$ cat src/rtl/ptq_pkg.sv
package ptq_pkg;

    localparam logic OP_INSERT   = 1'b0;
    localparam logic OP_DISPATCH = 1'b1;

    typedef enum logic [1:0] {
        ST_INSERTED   = 2'd0,
        ST_FULL       = 2'd1,
        ST_DISPATCHED = 2'd2,
        ST_EMPTY      = 2'd3
    } status_t;

    typedef struct packed {
        logic [3:0]  prio;
        logic [7:0]  id;
        logic [15:0] burst;
    } slot_t;

    typedef struct packed {
        logic  valid;
        logic  keep;
        slot_t data;
    } link_t;

    typedef struct packed {
        logic  insert;
        logic  dispatch;
        slot_t fresh;
    } cmd_t;

endpackage

$ cat src/rtl/ptq_cell.sv
module ptq_cell (
    input  logic           clk,
    input  logic           rst_n,
    input  ptq_pkg::cmd_t  cmd,
    input  ptq_pkg::link_t left,
    input  ptq_pkg::link_t right,
    output ptq_pkg::link_t self
);
    import ptq_pkg::*;

    logic  valid_reg;
    logic  valid_next;
    slot_t data_reg;
    slot_t data_next;
    logic  keep;

    assign keep = valid_reg && (data_reg.prio >= cmd.fresh.prio);

    always_comb
    begin
        valid_next = valid_reg;
        data_next  = data_reg;
        if (cmd.insert)
        begin
            valid_next = valid_reg || left.valid;
            if (!keep)
            begin
                data_next = left.keep ? cmd.fresh : left.data;
            end
        end
        else if (cmd.dispatch)
        begin
            valid_next = right.valid;
            data_next  = right.data;
        end
    end

    always_ff @(posedge clk or negedge rst_n)
    begin
        if (!rst_n)
        begin
            valid_reg <= 1'b0;
        end
        else
        begin
            valid_reg <= valid_next;
        end
    end

    always_ff @(posedge clk)
    begin
        data_reg <= data_next;
    end

    assign self.valid = valid_reg;
    assign self.keep  = keep;
    assign self.data  = data_reg;

endmodule

$ cat src/rtl/priority_task_queue.sv
// Stable priority task queue of QUEUE_DEPTH slots kept as a row of cells sorted by
// descending priority, ties in arrival order, head in cell 0. Every cell updates in
// parallel from its neighbors, so one item (insert or dispatch) is taken per cycle and
// its result appears in the output register in the next cycle; the input stalls only
// while that register holds a result the consumer is stalling. An insert into a full
// queue is dropped with status full; a dispatch from an empty queue reports empty.
// On a dispatch, finish_time is the saturating sum of bursts dispatched since reset.
module priority_task_queue #(
    parameter int QUEUE_DEPTH = 16
) (
    input  logic        clk,
    input  logic        rst_n,
    input  logic        in_valid,
    output logic        in_stall,
    input  logic        operation,
    input  logic [7:0]  task_id,
    input  logic [3:0]  task_priority,
    input  logic [15:0] task_burst,
    output logic        out_valid,
    input  logic        out_stall,
    output logic [1:0]  status,
    output logic [7:0]  out_task_id,
    output logic [3:0]  out_priority,
    output logic [15:0] out_burst,
    output logic [31:0] finish_time
);
    import ptq_pkg::*;

    link_t cell_link [QUEUE_DEPTH];
    link_t head_edge;
    link_t tail_edge;
    cmd_t  cmd;

    logic        accept;
    logic        full;
    logic        empty;
    logic [32:0] sum;

    logic        out_valid_reg;
    logic        out_valid_next;
    status_t     status_reg;
    status_t     status_next;
    slot_t       result_reg;
    slot_t       result_next;
    logic [31:0] finish_reg;
    logic [31:0] finish_next;
    logic [31:0] elapsed_reg;
    logic [31:0] elapsed_next;

    assign in_stall = out_valid_reg && out_stall;
    assign accept   = in_valid && !in_stall;
    assign full     = cell_link[QUEUE_DEPTH-1].valid;
    assign empty    = !cell_link[0].valid;

    assign cmd.insert      = accept && (operation == OP_INSERT) && !full;
    assign cmd.dispatch    = accept && (operation == OP_DISPATCH) && !empty;
    assign cmd.fresh.prio  = task_priority;
    assign cmd.fresh.id    = task_id;
    assign cmd.fresh.burst = task_burst;

    assign head_edge = '{valid: 1'b1, keep: 1'b1, data: '0};
    assign tail_edge = '{valid: 1'b0, keep: 1'b0, data: '0};

    for (genvar i = 0; i < QUEUE_DEPTH; i++)
    begin : g_cell
        link_t left_link;
        link_t right_link;
        if (i == 0)
        begin : g_head
            assign left_link = head_edge;
        end
        else
        begin : g_mid
            assign left_link = cell_link[i-1];
        end
        if (i == QUEUE_DEPTH - 1)
        begin : g_tail
            assign right_link = tail_edge;
        end
        else
        begin : g_body
            assign right_link = cell_link[i+1];
        end
        ptq_cell u_cell (
            .clk   (clk),
            .rst_n (rst_n),
            .cmd   (cmd),
            .left  (left_link),
            .right (right_link),
            .self  (cell_link[i])
        );
    end

    assign sum = {1'b0, elapsed_reg} + {17'b0, cell_link[0].data.burst};

    always_comb
    begin
        out_valid_next = out_valid_reg && out_stall;
        status_next    = status_reg;
        result_next    = result_reg;
        finish_next    = finish_reg;
        elapsed_next   = elapsed_reg;
        if (accept)
        begin
            out_valid_next = 1'b1;
            result_next    = '0;
            finish_next    = '0;
            if (operation == OP_INSERT)
            begin
                status_next = full ? ST_FULL : ST_INSERTED;
            end
            else if (empty)
            begin
                status_next = ST_EMPTY;
            end
            else
            begin
                status_next  = ST_DISPATCHED;
                result_next  = cell_link[0].data;
                elapsed_next = sum[32] ? '1 : sum[31:0];
                finish_next  = elapsed_next;
            end
        end
    end

    always_ff @(posedge clk or negedge rst_n)
    begin
        if (!rst_n)
        begin
            out_valid_reg <= 1'b0;
            elapsed_reg   <= '0;
        end
        else
        begin
            out_valid_reg <= out_valid_next;
            elapsed_reg   <= elapsed_next;
        end
    end

    always_ff @(posedge clk)
    begin
        status_reg <= status_next;
        result_reg <= result_next;
        finish_reg <= finish_next;
    end

    assign out_valid    = out_valid_reg;
    assign status       = status_reg;
    assign out_task_id  = result_reg.id;
    assign out_priority = result_reg.prio;
    assign out_burst    = result_reg.burst;
    assign finish_time  = finish_reg;

    a_prefix: assert property (@(posedge clk) disable iff (!rst_n)
        cell_link[1].valid |-> cell_link[0].valid)
        else $error("occupied slots do not form a prefix");

    a_sorted: assert property (@(posedge clk) disable iff (!rst_n)
        cell_link[1].valid |-> cell_link[0].data.prio >= cell_link[1].data.prio)
        else $error("head priority below its successor");

    a_elapsed: assert property (@(posedge clk) disable iff (!rst_n)
        ##1 elapsed_reg >= $past(elapsed_reg))
        else $error("elapsed time decreased");

    a_full_drop: assert property (@(posedge clk) disable iff (!rst_n)
        accept && operation == OP_INSERT && full |=> out_valid_reg && status_reg == ST_FULL)
        else $error("insert into full queue not reported as dropped");

endmodule

$ cat config.mk
export PLATFORM = sky130hd
export DESIGN_NAME = priority_task_queue
export DESIGN_NICKNAME = d
export VERILOG_FILES = /design/src/rtl/ptq_pkg.sv /design/src/rtl/ptq_cell.sv /design/src/rtl/priority_task_queue.sv
export SDC_FILE = /design/constraint.sdc
export NUM_CORES = 1
export LEC_CHECK = 0
export BUFFER_PORTS_ARGS = -buffer_cell sky130_fd_sc_hd__buf_4
export CORE_ASPECT_RATIO = 0.7
export CORE_MARGIN = 5
export CORE_UTILIZATION = 55
export CTS_CLUSTER_DIAMETER = 30
export DETAILED_ROUTE_END_ITERATION = 6
export PLACE_DENSITY = 0.73
export SLEW_MARGIN = 20
export SYNTH_ARGS = -nofsm -noshare
export SYNTH_HDL_FRONTEND = slang
export SYNTH_SLANG_ARGS = --single-unit
$ cat constraint.sdc
create_clock -name clk -period 5.1 [get_ports clk]
set_clock_uncertainty 0.05 [all_clocks]
set_input_delay 1.02 -clock clk [delete_from_list [all_inputs] [get_ports clk]]
set_output_delay 1.02 -clock clk [all_outputs]
set_load 0.1 [all_outputs]
=== Yosys cells after proc, flatten, opt, wreduce, memory -nomap -nowiden ===
Cells that the tools add are included.

* Word-level logic and storage cells: 263
* Input port bits: 33
* Bits in registers: 559
* Output and inout bits: 64

* Order comparisons: 16
* Multiplexer cells: 100
* Eq/ne operators: 16
* Reduce and logical (&&, ||, !) cells: 58
* Add/sub/neg operators: 1
* Bitwise gates (word level): 1

{| class="wikitable"
|+ Operator list
! kind !! number
|-
| 2-to-1 mux 28 bit || 63
|-
| greater-or-equal comparator 4 bit || 16
|-
| 2-to-1 mux 1 bit || 35
|-
| AND reduction 2 bit || 17
|-
| adder 32 x 16 -> 33 bit || 1
|-
| 2-to-1 mux 32 bit || 1
|-
| != test 2 bit, second input constant || 16
|-
| logical AND 1 bit || 22
|-
| logical OR 1 bit || 15
|-
| AND reduction 3 bit || 1
|-
| zero test 1 bit || 2
|-
| 2-to-1 mux 2 bit || 1
|-
| nonzero test 2 bit || 1
|-
| NOT 1 bit || 1
|}

=== Longest topological paths before layout ===
Gate-level depths: netlist of the first run.

* Word-level depth: 7
* Depth in mapped cells: 11
* Gate-level depth less buffers: 9

=== Cells and area by module ===
From an unflattened synthesis of the first run, not the netlist that was laid out.

* Cells, all modules: 2803
* Area, all modules: 31049.8 µm²

{| class="wikitable"
|+ Modules (own cells, without submodules)
! module !! instances !! cells each !! area each (µm²) !! seq. area each (µm²)
|-
| ptq_cell || 16 || 144 || 1619.1 || 865.8
|-
| priority_task_queue || 1 || 499 || 5144.9 || 2687.6
|}

=== Worst setup path before layout of the first run ===
OpenSTA, ideal clock, no wires.

* Path type: in2reg
* Start: in out_stall
* End: reg g_cell[0].u_cell.data_reg, in the netlist g_cell[0].u_cell.self[0], enable pin
* Setup time: 0.452 ns
* Setup slack: -0.629 ns
* Stages: 7
* Buffers on the path: 2
* Arrival time: 5.227 ns
* Required time: 4.598 ns
* Path through: nand2_1 nand2_1 inv_1 nand2_1 clkbuf_1 clkbuf_1 o21ai_0

* Word-level cells in the longest chain between the ends: 7
* Elaborated cells between the ends (all ways): 10
* Classes of those cells: eq/ne (1); reduce/logical (9)

{| class="wikitable"
|+ RTL lines
! element !! line !! source
|-
| from (decl) || priority_task_queue.sv:20 || <nowiki>input logic out_stall,</nowiki>
|-
| logical AND 1 bit * || priority_task_queue.sv:50 || <nowiki>assign in_stall = out_valid_reg && out_stall;</nowiki>
|-
| zero test 1 bit * || priority_task_queue.sv:51 || <nowiki>assign accept = in_valid && !in_stall;</nowiki>
|-
| logical AND 1 bit * || priority_task_queue.sv:51 ||
|-
| named net accept || priority_task_queue.sv:34 || <nowiki>logic accept;</nowiki>
|-
| logical AND 1 bit, on equally long branches (2 in series) || priority_task_queue.sv:55, priority_task_queue.sv:56 ||
|-
| != test 2 bit (no source line) / nonzero test 2 bit (equally long branches) || - ||
|-
| AND reduction 2 bit (no source line) * || - ||
|-
| to (signal assigned) || ptq_cell.sv:52 || <nowiki>data_reg <= data_next;</nowiki>
|-
| to (decl) || ptq_cell.sv:13 || <nowiki>slot_t data_reg;</nowiki>
|}

Mark *: on every way through the listed nets, which the timed path passes. The rest lies on a longest branch.
A chain may end at the register's enable or synchronous reset.

=== Final worst setup path of the first run ===
* Start: in task_priority[0]
* End: reg g_cell[8].u_cell.data_reg, in the netlist g_cell[8].u_cell.self[8], enable pin

* Word-level cells in the longest chain between the ends: 4

{| class="wikitable"
|+ RTL lines
! element !! line !! source
|-
| from (decl) || priority_task_queue.sv:17 || <nowiki>input logic [3:0] task_priority,</nowiki>
|-
| greater-or-equal comparator 4 bit || ptq_cell.sv:17 || <nowiki>assign keep = valid_reg && (data_reg.prio >= cmd.fresh.prio);</nowiki>
|-
| logical AND 1 bit || ptq_cell.sv:17 ||
|-
| != test 2 bit (no source line) || - ||
|-
| AND reduction 2 bit (no source line) || - ||
|-
| to (signal assigned) || ptq_cell.sv:52 ||
|-
| to (decl) || ptq_cell.sv:13 ||
|}

Every way passes these cells.

==> reports/qor.yml, run 1 <==
yosys:
  synth_seq_cells: 559
  synth_ff_type: "edfxtp_1"
  async_flop_share_pct: 8.766
  syn_area_sq_um: 29240
  synth_compound_area_share_pct: 11.11
  synth_fa_ha_area_share_pct: 3.321
  synth_seq_area_share_pct: 56.58
  synth_xor_xnor_area_share_pct: 0.6291
  post_synth_and_or_nand_nor_area_fraction_pct: 10.37
  synthMuxAreaShare_pct: 14.62
  yosys_warnings: 0
  ys_types: 69
  synth_top_family_by_area: "multiplexers"
  syn_nets: 2738
  synth_edf_count: 510
  synthCells: 2628
  syn_avg_cell_area_sq_um: 11.13
clock_tree:
  cts.htree.levels: 3
  post_cts_buffers: 0
  cts_buffer_depth: 3
  clk_pin_slew_ps: 50
  worstSkewPairLatency_ps: 640
  cts.sinks: 559
  cts_tree: "built"
  root_buffer: "clkbuf_16"
  hold_buffers: 0
  cts_resized: 0
  cts-buffers-inserted: 102
cells_and_area:
  layout-drive-gt1-share_pct: 13.68
  num-nets-final: 2784
  final_util_pct: 65.29
  fin_area_sq_um: 34200
  syn2layout_area_growth_pct: 16.96
  largest_register_ff_count: 448
power_and_ir_drop:
  power_mw: 18.87
  p_leak_nw: 13.47
  ir_drop_mv: 0.3553
  power_density_nw_per_um2: 551.7
sta:
  slew-limit-headroom_pct: 24.67
  fmax_ghz: 0.2894
  finalCriticalPeriod_ps: 3456
  fin_setup_tns_ps: 0
  setup-violations-final: 0
  rsz0062_at_grt: "no"
  hold_violations: 0
  whs_ps: 367.2
  worst_slew_pin_slew_ps: 1128
  drv_slew: 0
  finalCritPeriodShare_pct: 67.76
floorplan:
  num_rows: 70
  start_util_pct: 55.82
  die_area_sq_um: 57940
  die_height_um: 202.9
  die_w_um: 285.6
  coreArea_sq_um: 52380
  ios: 97
route:
  drtPass1Iterations: 5
  wire_per_inst_um: 20.30
  drtAntennaViolNets: 0
  vias: 20670
  vias_per_cell: 5.996
  first_iter_violations: 1888
  drc_errors: 0
  routed_wirelength_um: 70000
run_status:
  outcome: "completed"
placement:
  placed_area_sq_um: 30480
  io_buffer_count: 96
  gp_congestion: 0.9114
  dpl.hpwl_um: 47870
worst_setup_path:
  startpoint_type: "input pin"
  timing.critical_path.arrival_ps: 3740
  critPathKind: "input pin to flop"
  crit_fanout: 31
  crit_required_ps: 5380
  cp-end-kind: "flop"
grt:
  antenna_found_initial: 2
  overflow: 0
  grt_pass1_wl_um: 112700
  grt_pass1_vias: 20810
  track_usage_pct: 23.87
  grt_max_degree: 207
flow_run:
  max-cap-violations: 0
worst_hold_path:
  hp-class: "input pin to asynchronous set/reset pin"
## report_power, final
part	switching (mW)	total [mW]	internal [mW]
Sequential	0.536	6.76	6.22
Clock	2.45	7.02	4.56
Combinational	3.27	5.09	1.82
Total	6.26	18.9	12.6
## layout by cell type (no fill, tap or decap), drive strengths merged, types with 6 or more instances in the layout
| cell type | Yosys | layout |
|---|---|---|
| xnor2 | 10 | 10 |
| edfxtp | 510 | 510 |
| ha | 76 | 76 |
| nor3 | 10 | 10 |
| nor2b | 16 | 16 |
| nand2 | 532 | 532 |
| o21ai | 457 | 457 |
| o21a | 6 | 6 |
| a21oi | 57 | 57 |
| bufinv | 0 | 16 |
| nand2b | 16 | 16 |
| nor2 | 87 | 87 |
| a21o | 33 | 33 |
| inv | 23 | 42 |
| nand3 | 7 | 7 |
| clkinv | 0 | 38 |
| buf | 102 | 145 |
| mux2i | 421 | 421 |
| dfrtp | 49 | 49 |
| a31oi | 12 | 12 |
| clkinvlp | 0 | 8 |
| clkbuf | 101 | 112 |
| and3 | 35 | 35 |
| xor2 | 11 | 11 |
| nand4 | 6 | 6 |
## critical path: stages
cell,delay [ps]
buf_4,320
ha_1,300
nand2b_1,140
a21o_1,170
a21o_1,180
a21oi_1,240
nor2b_4,150
o21ai_2,820
buf_4,360
## cell type report
cell class,count,area (sq um)
fillers,3914,18180
flip-flops and latches,559,16540
multi-input cells,1843,11900
clock buffers,112,2620
repair buffers,145,1221
clock inverters,81,967.2
well taps,684,855.8
inverters,23,86.33
diodes,1,2.502
## layer usage
metal	share of wire (%)	GRT usage (%)	vias to the layer above
li1	-	-	9690
met1	48	35.74	10280
met2	43	35.25	598
met3	7.2	5.915	102
met4	1.6	5.841	2
met5	0.019	0	-
## Yosys cell counts, types with 16 or more instances
master,n,area (sq um)
mux2i_1,421,4214
dfrtp_1,49,1226
nor2b_1,16,100.1
nand2_1,532,1997
buf_2,89,445.4
edfxtp_1,510,15310
nand2b_1,16,100.1
ha_1,76,950.9
a21oi_1,55,275.3
clkbuf_1,100,375.4
nor2_1,85,319.1
a21o_1,32,240.2
inv_1,23,86.33
and3_1,34,212.7
o21ai_0,448,2242
## metrics by stage
step                setup WS, ps  std cells
floorplan                 -628.9       2628
global placement           893.6       3246
detailed placement         884.3       3248
CTS                         1545       3441
global route                1449       3447
finish                      1644       3448
## worst paths after layout
kind,slack (ps),from,cells past startpoint,end
setup / recovery,1640,task_priority[0],9,g_cell[8].u_cell.self[8]$_DFFE_PP_
hold / removal,370,rst_n,1,elapsed_reg[6]$_DFFE_PN0P_
setup reg to reg,1760,g_cell[0].u_cell.self[0]$_DFFE_PP_,10,elapsed_reg[31]$_DFFE_PN0P_
hold reg to reg,440,elapsed_reg[4]$_DFFE_PN0P_,2,elapsed_reg[4]$_DFFE_PN0P_
max in group asynchronous,4130,rst_n,1,g_cell[12].u_cell.valid_reg$_DFFE_PN0P_
min in group clk,440,elapsed_reg[4]$_DFFE_PN0P_,2,elapsed_reg[4]$_DFFE_PN0P_
## cell families (layout without fill, tap and decap cells)
group,count (synthesis),count (layout)
and+or+nand+nor,725,725
other,0,1
adders and majority gates,77,77
DFF,559,559
buffers and inverters,226,361
xor gates and xnor gates,21,21
AOI/OAI and AO/OA,594,594
muxes,426,426
No activity file was read; power rests on OpenSTA's default activity.
==> inputs of run 2 (changes only) <==
Settings changed: PLACE_DENSITY 0.73 to 0.7.
Clock period 5.1 ns to 3.5 ns, I/O delays scaled along.
==> run 2 against run 1 <==
Largest cell class unchanged; clock power increased by 47%; worst hold slack got worse by 290 ps; register-to-register slack lost 1500 ps; power up 48%; sequential power up 45%; largest power group unchanged; via count increased by 0.93%; clock-buffer cell count rose by 10.
==> reports/qor.yml, run 2 (same netlist as run 1, synthesis figures left out) <==
cells_and_area:
  num-nets-final: 2863  # +2.8%
  syn2layout_area_growth_pct: 20.56
  layout_commonest_cell: "nand2_1"
  antennaDiodeCount: 0  # -1
  layout-drive-gt1-share_pct: 16.13  # +2.5 points
  layout_common_cells: "nand2_1, edfxtp_1, o21ai_0"
  largest_register_ff_count: 448  # unchanged
placement:
  gp_congestion: 0.8945  # -1.9%
  dpl.hpwl_um: 49950  # +4.3%
  io_buffer_count: 96  # unchanged
  preCtsSetupSlack_ps: 99.66  # -784.7 ps
grt:
  grt_max_degree: 84  # -59%
  overflow: 0  # unchanged
  grt_pass1_vias: 21770  # +4.6%
  grt_pass1_wl_um: 115500  # +2.5%
  antenna_found_initial: 2  # unchanged
  track_usage_pct: 24.30  # +0.43 points
clock_tree:
  cts_tree: "built"
  post_cts_buffers: 0  # unchanged
  cts.htree.levels: 3  # unchanged
  cts_buffer_depth: 3  # unchanged
  hold_buffers: 0  # unchanged
  root_buffer: "clkbuf_16"
  clk_pin_slew_ps: 50  # about the same
  worstSkewPairLatency_ps: 650  # about the same
  cts-buffers-inserted: 107  # +4.9%
  cts_resized: 0  # unchanged
  cts.sinks: 559  # unchanged
sta:
  fmax_ghz: 0.3111
  rsz0062_at_grt: "no"
  finalCritPeriodShare_pct: 91.85
  setup-violations-final: 0  # unchanged
  postLayoutSetupSlackWorst_ps: 285.1  # -1359 ps
  drv_slew: 0  # unchanged
  finalCriticalPeriod_ps: 3215
  fin_setup_tns_ps: 0  # unchanged
  slew-limit-headroom_pct: 46.23  # +22 points
  hold_violations: 0  # unchanged
  worst_slew_pin_slew_ps: 806.6  # -321.0 ps
route:
  drtPass1Iterations: 6  # +1
  vias: 20870  # +0.93%
  drc_errors: 0  # unchanged
  first_iter_violations: 1575  # -17%
  drtAntennaViolNets: 0  # unchanged
  routed_wirelength_um: 71180  # +1.7%
  vias_per_cell: 5.913  # -1.4%
  wire_per_inst_um: 20.17  # -0.65%
worst_setup_path:
  slowest_stage: "edfxtp_1"
  crit_chain: "ha_1, fa_1, a211oi_1, o211a_1, o21ai_4, o211ai_2, nand2_1, or3_1, o21a_1"
  rrSetupSlack_ps: 290  # -1470 ps
  critPathKind: "flop to flop"
  crit_fanout: 7  # -77%
  startpoint_type: "flop"
  timing.critical_path.arrival_ps: 3700  # -40 ps
  cp_top_family: "compound AO/OA/AOI/OAI gates"
  crit_required_ps: 3990  # -1390 ps
  slowest_delay_ps: 460  # -360 ps
  cp-end-kind: "flop"
  cp.buffers_inverters: 0  # -2
floorplan:
  die_w_um: 285.6  # unchanged
  coreArea_sq_um: 52380  # unchanged
  start_util_pct: 55.82  # unchanged
  ios: 97  # unchanged
  die_height_um: 202.9  # unchanged
  num_rows: 70  # unchanged
  die_area_sq_um: 57940  # unchanged
power_and_ir_drop:
  p_leak_nw: 13.96  # +3.6%
  power_density_nw_per_um2: 794.3  # +44%
  ir_drop_mv: 0.4733  # +33%
flow_run:
  max-cap-violations: 0  # unchanged
run_status:
  outcome: "completed"
worst_hold_path:
  hp-class: "input pin to asynchronous set/reset pin"
[run 2: cell types whose count changed in the layout (fill, tap and decap cells not counted), moves of 3 or more]
cell        change
clkbuf_1        +4
clkinv_2        +9
o21ai_2        -15
clkinvlp_4      +9
inv_4           -3
buf_12         +29
bufinv_16       -3
clkbuf_16       +5
inv_6          -10
o21ai_4        +15
buf_4          +46
[run 2: per-stage QoR]
step | hold slack, ps | instance area, sq um | power, mW | cells | utilization (%)
2_1_floorplan | 354.4 | 29420 | 15.22 | 2628 | -
3_3_place_gp | 427.6 | 31560 | 17.47 | 3325 | 60.25
3_5_place_dp | 440.3 | 31560 | 17.71 | 3325 | 60.25
4_1_cts | 67.30 | 35190 | 28.07 | 3526 | 67.19
5_1_grt | 112.1 | 35250 | 29.37 | 3529 | 67.30
6_report | 78.98 | 35250 | 28.00 | 3529 | 67.30
[run 2: cell type report]
type	count	area, sq um
sequential	559	16540
multi-input combinational	1843	12010
tap	684	855.8
clock inverter	79	857.1
inverter	23	90.09
fill	3830	17130
clock buffer	122	2774
timing repair buffer	219	2120
[run 2: routing by layer]
layer  GRT usage [%]  vias to the layer above  share of wire, %
li1                -                     9841                 -
met1           34.79                    10420                47
met2           38.14                      497                46
met3           5.769                      102               5.8
met4           5.459                        4               1.5
met5               0                        -             0.065
[run 2: path summary, 6_finish.rpt]
path | startpoint | to | cells past startpoint
setup / recovery | g_cell[0].u_cell.self[0]$_DFFE_PP_ | elapsed_reg[25]$_DFFE_PN0P_ | 9
hold / removal | rst_n | elapsed_reg[7]$_DFFE_PN0P_ | 1
setup reg to reg | g_cell[0].u_cell.self[0]$_DFFE_PP_ | elapsed_reg[25]$_DFFE_PN0P_ | 9
hold reg to reg | elapsed_reg[13]$_DFFE_PN0P_ | elapsed_reg[13]$_DFFE_PN0P_ | 2
max in group asynchronous | rst_n | out_valid$_DFF_PN0_ | 1
min in group clk | in_valid | out_valid$_DFF_PN0_ | 2
[run 2: worst register-to-register path, stage by stage (launching register included)]
cell and delay (ps):
edfxtp_1 460, ha_1 270, fa_1 440, a211oi_1 360
o211a_1 340, o21ai_4 150, o211ai_2 300, nand2_1 250
or3_1 380, o21a_1 110
[run 2: power breakdown]
| group | internal, mW | switching, mW | leakage, nW |
|---|---|---|---|
| clock | 6.66 | 3.60 | 1.74 |
| sequential | 9.06 | 0.756 | 5.41 |
| combinational | 3.01 | 4.91 | 6.81 |
| total | 18.7 | 9.26 | 14.0 |
==> inputs of run 3 (changes only) <==
Settings changed: CORE_ASPECT_RATIO 0.7 to 0.9.
==> run 3 against run 2 <==
Critical path depth stayed put; global-route usage down 0.64 points; non-clock buffer count decreased by 39; via count fell by 0.28%; register-to-register slack better by 97 ps; clock power hardly changed.
==> reports/qor.yml, run 3 (same netlist as run 1, synthesis figures left out) <==
grt:
  overflow: 0  # unchanged
  grt_pass1_vias: 21680  # -0.44%
  grt_pass1_wl_um: 112900  # -2.3%
  antenna_found_initial: 2  # unchanged
  grt_max_degree: 93  # +11%
  track_usage_pct: 23.66  # -0.64 points
cells_and_area:
  antennaDiodeCount: 0  # unchanged
  layout-drive-gt1-share_pct: 14.74  # -1.4 points
  layout_common_cells: "nand2_1, edfxtp_1, o21ai_0"
  num-nets-final: 2830  # -1.2%
  syn2layout_area_growth_pct: 20.10
  largest_register_ff_count: 448  # unchanged
  layout_commonest_cell: "nand2_1"
route:
  drtAntennaViolNets: 0  # unchanged
  first_iter_violations: 1401  # -11%
  drc_errors: 0  # unchanged
  vias: 20810  # -0.28%
  routed_wirelength_um: 70210  # -1.4%
  drtPass1Iterations: 6  # unchanged
  wire_per_inst_um: 19.99  # -0.89%
  vias_per_cell: 5.925  # +0.20%
clock_tree:
  cts-buffers-inserted: 113  # +5.6%
  root_buffer: "clkbuf_16"
  worstSkewPairLatency_ps: 660  # about the same
  cts.sinks: 559  # unchanged
  cts_tree: "built"
  cts_resized: 0  # unchanged
  post_cts_buffers: 0  # unchanged
  cts_buffer_depth: 3  # unchanged
  hold_buffers: 0  # unchanged
  cts.htree.levels: 3  # unchanged
  clk_pin_slew_ps: 50  # about the same
flow_run:
  max-cap-violations: 0  # unchanged
worst_setup_path:
  r2r.worst_path.cells: 9  # unchanged
  critPathKind: "flop to flop"
  startpoint_type: "flop"
  slowest_stage: "edfxtp_1"
  slowest_delay_ps: 450  # about the same
  cp.buffers_inverters: 0  # unchanged
  cp-startpoint: "g_cell[0].u_cell.self[0]$_DFFE_PP_"
  timing.rr.start: "g_cell[0].u_cell.self[0]$_DFFE_PP_"
  crit_chain: "ha_1, fa_1, a211oi_1, o211a_1, o21ai_4, o211ai_2, nand2_1, or3_1, o21a_1"
  crit_required_ps: 3980  # about the same
  timing.critical_path.arrival_ps: 3600  # -100 ps
  cp_top_family: "compound AO/OA/AOI/OAI gates"
  cp-end-kind: "flop"
  path_depth: 9  # unchanged
  crit_fanout: 7  # unchanged
power_and_ir_drop:
  power_mw: 27.90  # -0.36%
  p_leak_nw: 13.85  # -0.79%
  power_density_nw_per_um2: 794.5  # about the same
  ir_drop_mv: 0.5899  # +25%
sta:
  whs_ps: 47.00  # -31.98 ps
  fin_setup_tns_ps: 0  # unchanged
  fmax_ghz: 0.3207  # +3.1%
  worst_slew_pin_slew_ps: 937.3  # +130.7 ps
  slew-limit-headroom_pct: 37.38  # -8.8 points
  setup-violations-final: 0  # unchanged
  finalCritPeriodShare_pct: 89.08  # -2.8 points
  drv_slew: 0  # unchanged
  hold_violations: 0  # unchanged
  finalCriticalPeriod_ps: 3118  # -97.09 ps
  rsz0062_at_grt: "no"
floorplan:
  coreArea_sq_um: 52850  # +0.91%
  start_util_pct: 55.32  # -0.50 points
  ios: 97  # unchanged
  die_area_sq_um: 57880  # -0.11%
  die_height_um: 228.7  # +13%
  num_rows: 80  # +14%
  die_w_um: 253.0  # -11%
placement:
  io_buffer_count: 96  # unchanged
  dpl.hpwl_um: 47860  # -4.2%
  gp_congestion: 0.8646  # -3.3%
run_status:
  outcome: "completed"
worst_hold_path:
  hp-class: "input pin to asynchronous set/reset pin"
==> run 3: layout make-up <==
cell class | instances | area (sq um)
clock inverters | 74 | 773.2
well taps | 697 | 872.1
repair buffers | 180 | 1902
clock buffers | 136 | 2924
multi-input cells | 1843 | 12010
fillers | 3869 | 17740
flip-flops and latches | 559 | 16540
inverters | 23 | 90.09
==> run 3: worst paths after layout <==
path	slack (ps)	endpoint
max reg2reg	380	elapsed_reg[25]$_DFFE_PN0P_
min reg2reg	450	elapsed_reg[12]$_DFFE_PN0P_
max in group asynchronous	2840	out_valid$_DFF_PN0_
min in group clk	220	out_valid$_DFF_PN0_
min	50	elapsed_reg[16]$_DFFE_PN0P_
max	380	elapsed_reg[25]$_DFFE_PN0P_
==> run 3: stage by stage <==
step	instance area (sq um)	worst slack, ps	std cells	utilization [%]
3_3_place_gp	31340	227.7	3298	59.29
4_1_cts	35030	459.6	3508	66.29
6_report	35110	382.2	3512	66.44
3_5_place_dp	31340	176.0	3298	59.29
5_1_grt	35110	213.9	3512	66.44
2_1_floorplan	29420	49.38	2628	-
==> run 3: report_power, final <==
group | total (mW) | switching [mW] | internal (mW)
registers | 9.87 | 0.804 | 9.07
logic | 7.63 | 4.71 | 2.92
clock network | 10.4 | 3.58 | 6.82
total | 27.9 | 9.09 | 18.8
==> run 3: per-layer routing <==
metal	vias up	GRT usage (%)	routed length (um)
li1	9773	-	-
met1	10370	31.08	30230
met2	523	39.98	34770
met3	140	5.052	3654
met4	4	6.646	1516
met5	-	0	31
==> run 3: worst register-to-register path, cell delays in order (launching register included) <==
cell      delay (ps)
edfxtp_1         450
ha_1             250
fa_1             440
a211oi_1         360
o211a_1          300
o21ai_4          120
o211ai_2         270
nand2_1          240
or3_1            410
o21a_1           110
